===== config.mk =====
export PLATFORM = sky130hd
export DESIGN_NAME = bezier_path_flattener_unit
export DESIGN_NICKNAME = d
export VERILOG_FILES = /design/src/design/bpf_pkg.sv /design/src/design/bpf_eval.sv /design/src/design/bezier_path_flattener_unit.sv
export SDC_FILE = /design/constraint.sdc
export NUM_CORES = 2
export LEC_CHECK = 0
export BUFFER_PORTS_ARGS = -buffer_cell sky130_fd_sc_hd__clkbuf_2
export CAP_MARGIN = 20
export CELL_PAD_IN_SITES_DETAIL_PLACEMENT = 0
export CELL_PAD_IN_SITES_GLOBAL_PLACEMENT = 1
export CORE_ASPECT_RATIO = 0.6
export CORE_MARGIN = 5
export CORE_UTILIZATION = 52
export DETAILED_ROUTE_END_ITERATION = 10
export GPL_TIMING_DRIVEN = 0
export PLACE_DENSITY_LB_ADDON = 0.15
export SETUP_SLACK_MARGIN = 0.1
export SYNTH_ARGS = -nofsm -noshare
export SYNTH_HDL_FRONTEND = slang
export SYNTH_SLANG_ARGS = --single-unit

===== constraint.sdc =====
create_clock -name clk -period 8.55 [get_ports clk]
set_input_delay 1.2825 -clock clk [delete_from_list [all_inputs] [get_ports clk]]
set_output_delay 1.2825 -clock clk [all_outputs]
set_load 0.01 [all_outputs]

===== src/design/bpf_pkg.sv =====
`default_nettype none

package bpf_pkg;

  localparam int COORD_WIDTH = 24;

  // Guard bits for the weighted sums: the largest weight sum is 64.
  localparam int SUM_GUARD = 7;

  typedef enum logic [1:0] {
    ACT_MOVE  = 2'd0,
    ACT_LINE  = 2'd1,
    ACT_QUAD  = 2'd2,
    ACT_CUBIC = 2'd3
  } action_t;

  // Step index of the final vertex of a curve (t = 1).
  localparam logic [1:0] LAST_CURVE_STEP = 2'd3;

endpackage

`default_nettype wire


===== src/design/bpf_eval.sv =====
`default_nettype none

module bpf_eval #(
  parameter int COORD_WIDTH = bpf_pkg::COORD_WIDTH
) (
  input  wire logic                          is_cubic,
  input  wire logic [1:0]                    step,
  input  wire logic signed [COORD_WIDTH-1:0] p0,
  input  wire logic signed [COORD_WIDTH-1:0] c1,
  input  wire logic signed [COORD_WIDTH-1:0] c2,
  input  wire logic signed [COORD_WIDTH-1:0] pt,
  output logic signed [COORD_WIDTH-1:0]      point
);

  localparam int SW = COORD_WIDTH + bpf_pkg::SUM_GUARD;

  logic signed [SW-1:0] e0, e1, e2, e3;
  logic signed [SW-1:0] sum_q, sum_c;
  logic signed [SW-1:0] rnd_q, rnd_c;
  logic signed [SW-1:0] shf_q, shf_c;

  assign e0 = {{bpf_pkg::SUM_GUARD{p0[COORD_WIDTH-1]}}, p0};
  assign e1 = {{bpf_pkg::SUM_GUARD{c1[COORD_WIDTH-1]}}, c1};
  assign e2 = {{bpf_pkg::SUM_GUARD{c2[COORD_WIDTH-1]}}, c2};
  assign e3 = {{bpf_pkg::SUM_GUARD{pt[COORD_WIDTH-1]}}, pt};

  // Bernstein weights at t = 1/4, 1/2, 3/4 and 1; quadratic over 16, cubic over 64.
  always_comb begin
    case (step)
      2'd0: begin
        sum_q = SW'(9) * e0 + SW'(6) * e1 + e3;
        sum_c = SW'(27) * e0 + SW'(27) * e1 + SW'(9) * e2 + e3;
      end
      2'd1: begin
        sum_q = SW'(4) * e0 + SW'(8) * e1 + SW'(4) * e3;
        sum_c = SW'(8) * e0 + SW'(24) * e1 + SW'(24) * e2 + SW'(8) * e3;
      end
      2'd2: begin
        sum_q = e0 + SW'(6) * e1 + SW'(9) * e3;
        sum_c = e0 + SW'(9) * e1 + SW'(27) * e2 + SW'(27) * e3;
      end
      default: begin
        sum_q = SW'(16) * e3;
        sum_c = SW'(64) * e3;
      end
    endcase
  end

  // Round half up, then floor via arithmetic shift.
  assign rnd_q = sum_q + SW'(8);
  assign rnd_c = sum_c + SW'(32);
  assign shf_q = rnd_q >>> 4;
  assign shf_c = rnd_c >>> 6;

  assign point = is_cubic ? shf_c[COORD_WIDTH-1:0] : shf_q[COORD_WIDTH-1:0];

endmodule

`default_nettype wire


===== src/design/bezier_path_flattener_unit.sv =====
// Channel   Direction  Handshake              Payload
// in_       request    in_valid / in_ready    action, ctrl1/ctrl2/target x and y
// out_      result     out_valid / out_ready  point_x, point_y, new_contour, last
//
// A move or line yields one vertex and a new request can be taken every cycle while out_ready holds.
// A curve yields four vertices, one per cycle while not stalled, from the step counter of the
// held request, and the next request is taken together with its last vertex.
// An accepted request is held first; each of its vertices then enters the output register.
// Reset (rst_n low, synchronous) empties both stages and sets the current point to zero.
// A stall on out_ready freezes the output register and the held request.
`default_nettype none

module bezier_path_flattener_unit #(
  parameter int COORD_WIDTH = bpf_pkg::COORD_WIDTH
) (
  input  wire logic                          clk,
  input  wire logic                          rst_n,
  input  wire logic                          in_valid,
  output logic                               in_ready,
  input  wire logic [1:0]                    in_action,
  input  wire logic signed [COORD_WIDTH-1:0] in_ctrl1_x,
  input  wire logic signed [COORD_WIDTH-1:0] in_ctrl1_y,
  input  wire logic signed [COORD_WIDTH-1:0] in_ctrl2_x,
  input  wire logic signed [COORD_WIDTH-1:0] in_ctrl2_y,
  input  wire logic signed [COORD_WIDTH-1:0] in_target_x,
  input  wire logic signed [COORD_WIDTH-1:0] in_target_y,
  output logic                               out_valid,
  input  wire logic                          out_ready,
  output logic signed [COORD_WIDTH-1:0]      out_point_x,
  output logic signed [COORD_WIDTH-1:0]      out_point_y,
  output logic                               out_new_contour,
  output logic                               out_last
);

  logic                          hold_v_r, hold_v_nxt;
  bpf_pkg::action_t              act_r;
  logic [1:0]                    step_r, step_nxt;
  logic signed [COORD_WIDTH-1:0] c1x_r, c1y_r, c2x_r, c2y_r, tx_r, ty_r;
  logic signed [COORD_WIDTH-1:0] p0x_r, p0y_r;
  logic signed [COORD_WIDTH-1:0] cur_x_r, cur_y_r;

  logic                          ov_r, ov_nxt;
  logic signed [COORD_WIDTH-1:0] opx_r, opy_r;
  logic                          onc_r, olast_r;

  logic                          in_acc, adv, is_curve, is_cubic, last_step;
  logic signed [COORD_WIDTH-1:0] cx, cy, px, py;

  assign is_curve  = (act_r == bpf_pkg::ACT_QUAD) || (act_r == bpf_pkg::ACT_CUBIC);
  assign is_cubic  = (act_r == bpf_pkg::ACT_CUBIC);
  assign last_step = !is_curve || (step_r == bpf_pkg::LAST_CURVE_STEP);

  assign adv      = hold_v_r && (!ov_r || out_ready);
  assign in_ready = !hold_v_r || (adv && last_step);
  assign in_acc   = in_valid && in_ready;

  bpf_eval #(.COORD_WIDTH(COORD_WIDTH)) u_eval_x (
    .is_cubic (is_cubic),
    .step     (step_r),
    .p0       (p0x_r),
    .c1       (c1x_r),
    .c2       (c2x_r),
    .pt       (tx_r),
    .point    (cx)
  );

  bpf_eval #(.COORD_WIDTH(COORD_WIDTH)) u_eval_y (
    .is_cubic (is_cubic),
    .step     (step_r),
    .p0       (p0y_r),
    .c1       (c1y_r),
    .c2       (c2y_r),
    .pt       (ty_r),
    .point    (cy)
  );

  assign px = is_curve ? cx : tx_r;
  assign py = is_curve ? cy : ty_r;

  always_comb begin
    hold_v_nxt = hold_v_r;
    step_nxt   = step_r;
    if (adv) begin
      step_nxt = step_r + 2'd1;
      if (last_step) begin
        hold_v_nxt = 1'b0;
      end
    end
    if (in_acc) begin
      hold_v_nxt = 1'b1;
      step_nxt   = 2'd0;
    end
    ov_nxt = ov_r;
    if (adv) begin
      ov_nxt = 1'b1;
    end else if (out_ready) begin
      ov_nxt = 1'b0;
    end
  end

  always_ff @(posedge clk) begin
    if (!rst_n) begin
      hold_v_r <= 1'b0;
      step_r   <= 2'd0;
      ov_r     <= 1'b0;
      cur_x_r  <= '0;
      cur_y_r  <= '0;
    end else begin
      hold_v_r <= hold_v_nxt;
      step_r   <= step_nxt;
      ov_r     <= ov_nxt;
      if (in_acc) begin
        cur_x_r <= in_target_x;
        cur_y_r <= in_target_y;
      end
    end
  end

  // The start point of a curve is the current point at acceptance time.
  always_ff @(posedge clk) begin
    if (in_acc) begin
      act_r <= bpf_pkg::action_t'(in_action);
      c1x_r <= in_ctrl1_x;
      c1y_r <= in_ctrl1_y;
      c2x_r <= in_ctrl2_x;
      c2y_r <= in_ctrl2_y;
      tx_r  <= in_target_x;
      ty_r  <= in_target_y;
      p0x_r <= cur_x_r;
      p0y_r <= cur_y_r;
    end
    if (adv) begin
      opx_r   <= px;
      opy_r   <= py;
      onc_r   <= (act_r == bpf_pkg::ACT_MOVE);
      olast_r <= last_step;
    end
  end

  assign out_valid       = ov_r;
  assign out_point_x     = opx_r;
  assign out_point_y     = opy_r;
  assign out_new_contour = onc_r;
  assign out_last        = olast_r;

endmodule

`default_nettype wire


== Word-level counts from Yosys, hierarchy flattened ==
Cells that the tools add are included.
Storage, ports and cells
  register bits after elaboration: 296
  latch bits: 0
  RAM bits: 0
  ROM bits: 0
  bits of input ports: 150
  output and inout port bits: 52
  word-level logic and storage cells: 111
  memories kept: 0
Operators by class
  add/subtract/negate cells: 35
  multiply operators: 22
  div/mod/pow operators: 0
  order comparisons: 0
  equality and inequality tests: 5
  shift operators: 0
  multiplexer cells: 13
  bitwise logic cells: 1
  reduce and logical (&&, ||, !) cells: 17
Operators by type and width (number)
  $add A30 B30 Y30: 8
  $mul A6 B24 Y30 const A: 8
  $pmux W30 S3: 2
  $pmux W28 S3: 2
  $mul A3 B24 Y27 const A: 6
  $mul A5 B24 Y29 const A: 4
  $add A28 B28 Y28: 4
  $mul A5 B24 Y28 const A: 4
  $mux W24: 4
  $add A24 B29 Y30: 2
  $add A27 B30 Y30: 2
  $add A30 B24 Y30: 2
  $add A30 B27 Y30: 2
  $add A30 B29 Y30: 2
  $add A30 B7 Y30 const B: 2
  $add A24 B28 Y28: 2
  $add A26 B27 Y28: 2
  $add A28 B24 Y28: 2
  $add A28 B26 Y28: 2
  $add A28 B5 Y28 const B: 2
  $eq A2 B2 Y1 const B: 4
  $reduce_bool A2 Y1: 3
  $mux W1: 5
  $logic_not A2 Y1: 2
  other kinds (8): 15

== Depth between registers and ports, before layout ==
  word-level depth: 9
  mapped depth: 32
  gate-level depth less buffers: 32

== Hierarchy ==
From an unflattened synthesis, not the netlist that was laid out.
Unflattened totals
  cells, all modules: 7681
  area total of the unflattened synthesis: 73440.4 um2
Modules (own cells, without submodules)
  bpf_eval at u_eval_x: times used 1, cells each 3558, area each 31428.9 um2, sequential area each 0.0 um2
  bpf_eval at u_eval_y: times used 1, cells each 3471, area each 31029.8 um2, sequential area each 0.0 um2
  bezier_path_flattener_unit: times used 1, cells each 652, area each 10981.8 um2, sequential area each 8368.0 um2

== Worst setup path before layout ==
Ideal clock, no wire load.
  path kind: input to register
  start: in out_ready
  end: reg act_r[0], enable pin
  setup time: 635 ps
  arrival: 7443 ps
  setup slack: 473 ps
  stages on the path: 5
  path buffers: 1
  cell sequence: nor2b_1 > o21ai_0 > nand2_1 > inv_1 > clkbuf_1
On the way
  longest elaborated chain between the ends: 5
Ends and longest elaborated chain
  start, declared: line bezier_path_flattener_unit.sv:28  | input wire logic out_ready,
  $logic_or A1 B1 Y1: line bezier_path_flattener_unit.sv:53  | assign adv = hold_v_r && (!ov_r || out_ready);
  $logic_and A1 B1 Y1: line bezier_path_flattener_unit.sv:53
  $logic_and A1 B1 Y1: line bezier_path_flattener_unit.sv:54  | assign in_ready = !hold_v_r || (adv && last_step);
  $logic_or A1 B1 Y1: line bezier_path_flattener_unit.sv:54
  net in_ready: line bezier_path_flattener_unit.sv:19  | output logic in_ready,
  $logic_and A1 B1 Y1: line bezier_path_flattener_unit.sv:55  | assign in_acc = in_valid && in_ready;
  end signal, assigned: line bezier_path_flattener_unit.sv:122  | act_r <= bpf_pkg::action_t'(in_action);
  end, declared: line bezier_path_flattener_unit.sv:36  | bpf_pkg::action_t act_r;
The timed path passes the listed nets, and every way through them passes these cells.
A chain may end at the register's enable or synchronous reset.

== Worst setup path in the final report ==
  start: reg ty_r[6]
  end: reg opy_r[23] (netlist: out_point_y[23]) (data pin)
On the way
  longest elaborated chain between the ends: 6
  elaborated cells on any way between the ends: 14
  those cells by class: add/sub (8); mul (2); mux (4)
Ends and longest elaborated chain
  start, declared: line bezier_path_flattener_unit.sv:38  | logic signed [COORD_WIDTH-1:0] c1x_r, c1y_r, c2x_r, c2y_r, tx_r, ty_r;
  start signal, assigned: line bezier_path_flattener_unit.sv:128  | ty_r <= in_target_y;
  $mul A6 B24 Y30 or $mul A5 B24 Y28 (tied branches): line bpf_eval.sv:40, bpf_eval.sv:39
  $add A30 B30 Y30 or $add A28 B28 Y28 (tied branches): line bpf_eval.sv:40, bpf_eval.sv:39
  $pmux W30 S3 or $pmux W28 S3 (tied branches): line bpf_eval.sv:29  | case (step)
  $add A30 B7 Y30 or $add A28 B5 Y28 (tied branches): line bpf_eval.sv:51, bpf_eval.sv:50
  $mux W24 (*): line bpf_eval.sv:55  | assign point = is_cubic ? shf_c[COORD_WIDTH-1:0] : shf_q[COORD_WIDTH-1:0];
  $mux W24 (*): line bezier_path_flattener_unit.sv:78  | assign py = is_curve ? cy : ty_r;
  net py[23]: line bezier_path_flattener_unit.sv:47  | logic signed [COORD_WIDTH-1:0] cx, cy, px, py;
  end signal, assigned: line bezier_path_flattener_unit.sv:134  | opy_r <= py;
  end, declared: line bezier_path_flattener_unit.sv:43  | logic signed [COORD_WIDTH-1:0] opx_r, opy_r;
Mark *: on every way through the listed nets, which the timed path passes. The rest lies on a longest branch.

==> out/results.txt <==
status = finished clean
met2 WL = 94.8 mm
largest net degree at the start of global routing = 74
synthesized instance count = 7541
Clock Path Buffers = 3
Die Y = 297 µm
CTS Buf Count = 34
Async S/R FF share, synth = 0%
nets = 10100
First-pass DRT Iterations = 6
vias in the first global route = 56400
Yosys warning count = 0
register area share after synthesis = 11.7%
main flop type after synthesis = edfxtp_1
vias = 55200
Crit path required time = 8.88 ns
clk_lat worst skew = 0.63 ns
count of cell types in the netlist = 127
Post-DP HPWL = 198 mm
DP Cell Count = 9580
post-synthesis instance area = 71300 µm²
Floorplan Core Area = 137000 µm²
antenna viol nets, final = 0
Hold Buf Count CTS = 0
vias per cell = 5.70
Initial Utilization = 52.2%
grt ovf = 0
fin cells = 9679
Synth-to-Final Area Change = 7.67%
cell chain of the critical path = inv_1 > fa_1 > fa_1 > inv_1 > fa_1 > fa_1 > inv_1 > fa_1 > inv_1 > ha_1 > a21o_1 > nor3_1 > nand3_1 > a21oi_1 > o21ai_1 > a31oi_1 > a21oi_1 > xnor2_1 > a2111oi_0 > a211o_1 > nor4_2 > nand2b_1 > o221ai_1
area share of the largest cell type after synthesis = 33.6%
crit-path max FO = 7
met1 wire length = 104 mm
critical setup path kind = register to register
CP arrival = 8.61 ns
slew margin rel. = 17.3%
Slowest-stage cell, CP = edfxtp_1
total track usage = 31.9%
Routed wire per std cell = 23.9 µm
hold crit path type = register to register
CTS tree = yes
Worst Skew = 0.0338 ns
post-layout util = 56.2%
routability cong. = 0.971
Max stage delay on crit path = 0.71 ns
Final min period = 8.28 ns
Synth area leader = fa_1
Slew Limit Fails = 0
FF+latch area = 8370 µm²
global-route wire length before repair = 345 mm
final period utilization = 96.8%
clock-pin slew on the worst setup and hold paths = 0.06 ns
final hold slack = 0.427 ns
met3 WL = 25.5 mm
Achievable Freq = 121 MHz
PortBufs = 201
DR iter-0 viols = 4484
Syn Nets = 9839
initial antenna violation count = 3
max-cap viol count = 0
H-tree levels = 2
top sig layer = met4
Die X = 488 µm
setup TNS = 0 ns
Worst Tran Pin Value = 1.24 ns
most frequent CP cell = fa_1
CP Capture Type = register
Seq cells post-synth = 296
final hold vios = 0
fraction of layout cells with a size suffix above 1 = 6.38%
CP startpoint kind = register
final setup violation count = 0
num ports = 202
Post-synth EDFFs = 244
DRC = 0
Layout fillers = 12300
average size of a mapped cell = 9.45 µm²
footprint of the multi-input gates = 55200 µm²
# rows = 105
CTS root buf = clkbuf_16
die area = 145000 µm²
top cells by area, synth = fa_1, ha_1, inv_1
RSZ-0062 raised after global routing = true
total wire length = 232 mm
CTS sink count = 296
==> metal layers <==
layer  up-vias  track usage (%)
met2      2278             45.7
met5         -                0
met4         0             9.34
met3       323             8.10
met1     27600             47.5
li1      25000                -
==> cells in the mapped netlist (all sizes together) (15+ instances only) <==
cell,n
a211oi,62
nor4,15
inv,2038
nand2b,60
a31oi,44
nor2,246
o31ai,46
or3,43
and3,55
o21bai,24
nor3,93
o22ai,20
a211o,26
xnor2,216
edfxtp,244
o21ai,232
o211ai,46
nor2b,36
fa,1196
a21o,117
nand3,103
a21boi,62
o21a,45
mux2i,36
clkbuf,77
and2,35
a221o,15
a221oi,45
nor3b,16
xor2,153
nand2,374
or2,20
and4,15
buf,37
a2111oi,22
nand4,31
ha,952
nand3b,27
dfxtp,52
a21oi,350
==> path summary, 6_finish.rpt <==
path	start	to	slack (ns)	depth (start not counted)
worst max-delay path	ty_r[6]$_DFFE_PP_	out_point_y[23]$_DFFE_PP_	0.27	23
worst max register to register	ty_r[6]$_DFFE_PP_	out_point_y[23]$_DFFE_PP_	0.27	23
worst min register to register	cur_x_r[19]$_SDFFE_PN0P_	p0x_r[19]$_DFFE_PP_	0.43	0
worst min-delay path	cur_x_r[19]$_SDFFE_PN0P_	p0x_r[19]$_DFFE_PP_	0.43	0
==> worst max-delay path, delay by kind of cell, from the launching register on <==
family | cells | cell delay (ns)
flip-flops | 1 | 0.71
adder cells (fa/ha/maj) | 6 | 2.93
AO/OA/AOI/OAI | 8 | 2.46
buffers and inverters | 4 | 0.55
XOR/XNOR | 1 | 0.40
AND/OR/NAND/NOR | 4 | 0.92
==> flip-flops by register name (all words and copies together), names as in the netlist, 24 cells and up <==
signal,flops
c1x_r,24
c1y_r,24
c2x_r,24
c2y_r,24
cur_x_r,24
cur_y_r,24
out_point_x,24
out_point_y,24
p0x_r,24
p0y_r,24
tx_r,24
ty_r,24
==> timing repair <==
action,CTS,global route
buffers inserted,2,29
endpoints found under the hold margin,0,0
endpoints found under the setup margin,10,20
gates resized for setup,13,47
pin swaps,0,5
==> placed cells by master (no fill, tap or decap), types with 36 or more instances in the layout <==
cell type and n:
o21ai_0 197, nand2b_1 60, a21o_1 117, edfxtp_1 244
a221oi_1 39, o211ai_1 43, clkbuf_2 202, o21a_1 45
mux2i_1 36, a31oi_1 42, xor2_1 143, dfxtp_1 52
nor3_1 87, nor2_1 246, nand2_1 372, xnor2_1 201
fa_1 1196, or3_1 42, and3_1 55, o31ai_1 39
a21boi_0 57, clkbuf_1 78, clkbuf_16 38, a21oi_1 340
inv_1 2036, ha_1 952, nor2b_1 36, nand3_1 101
a211oi_1 56
==> cells by family after synthesis <==
kind of cell    after synthesis  synth area share, %
simple gates               1201                 8.47
mux                          46                0.669
compound gates             1326                 12.9
buf+inv                    2153                 11.4
fa+ha+maj                  2150                 50.3
xor+xnor                    369                 4.55
flops                       296                 11.7
==> through the flow <==
stage	setup slack, ns	area [µm²]
floorplan	0.473	71300
global placement	-2.56	74600
detailed placement	-0.416	74900
CTS	0.101	76200
global route	0.0758	76800
finish	0.271	76800
==> layout make-up <==
type                    count  area share (%)
inverters                2039            9.98
diodes                      3         0.00978
multi-input cells        5092            71.9
plain buffers             114           0.618
well taps                1819            2.96
repair buffers            254            2.16
clock buffers              44            1.31
flip-flops and latches    296            10.9
clock inverters            18           0.187
Power is not shown: default switching activity piles up to over one toggle a cycle in this logic, so the estimate is an artifact.
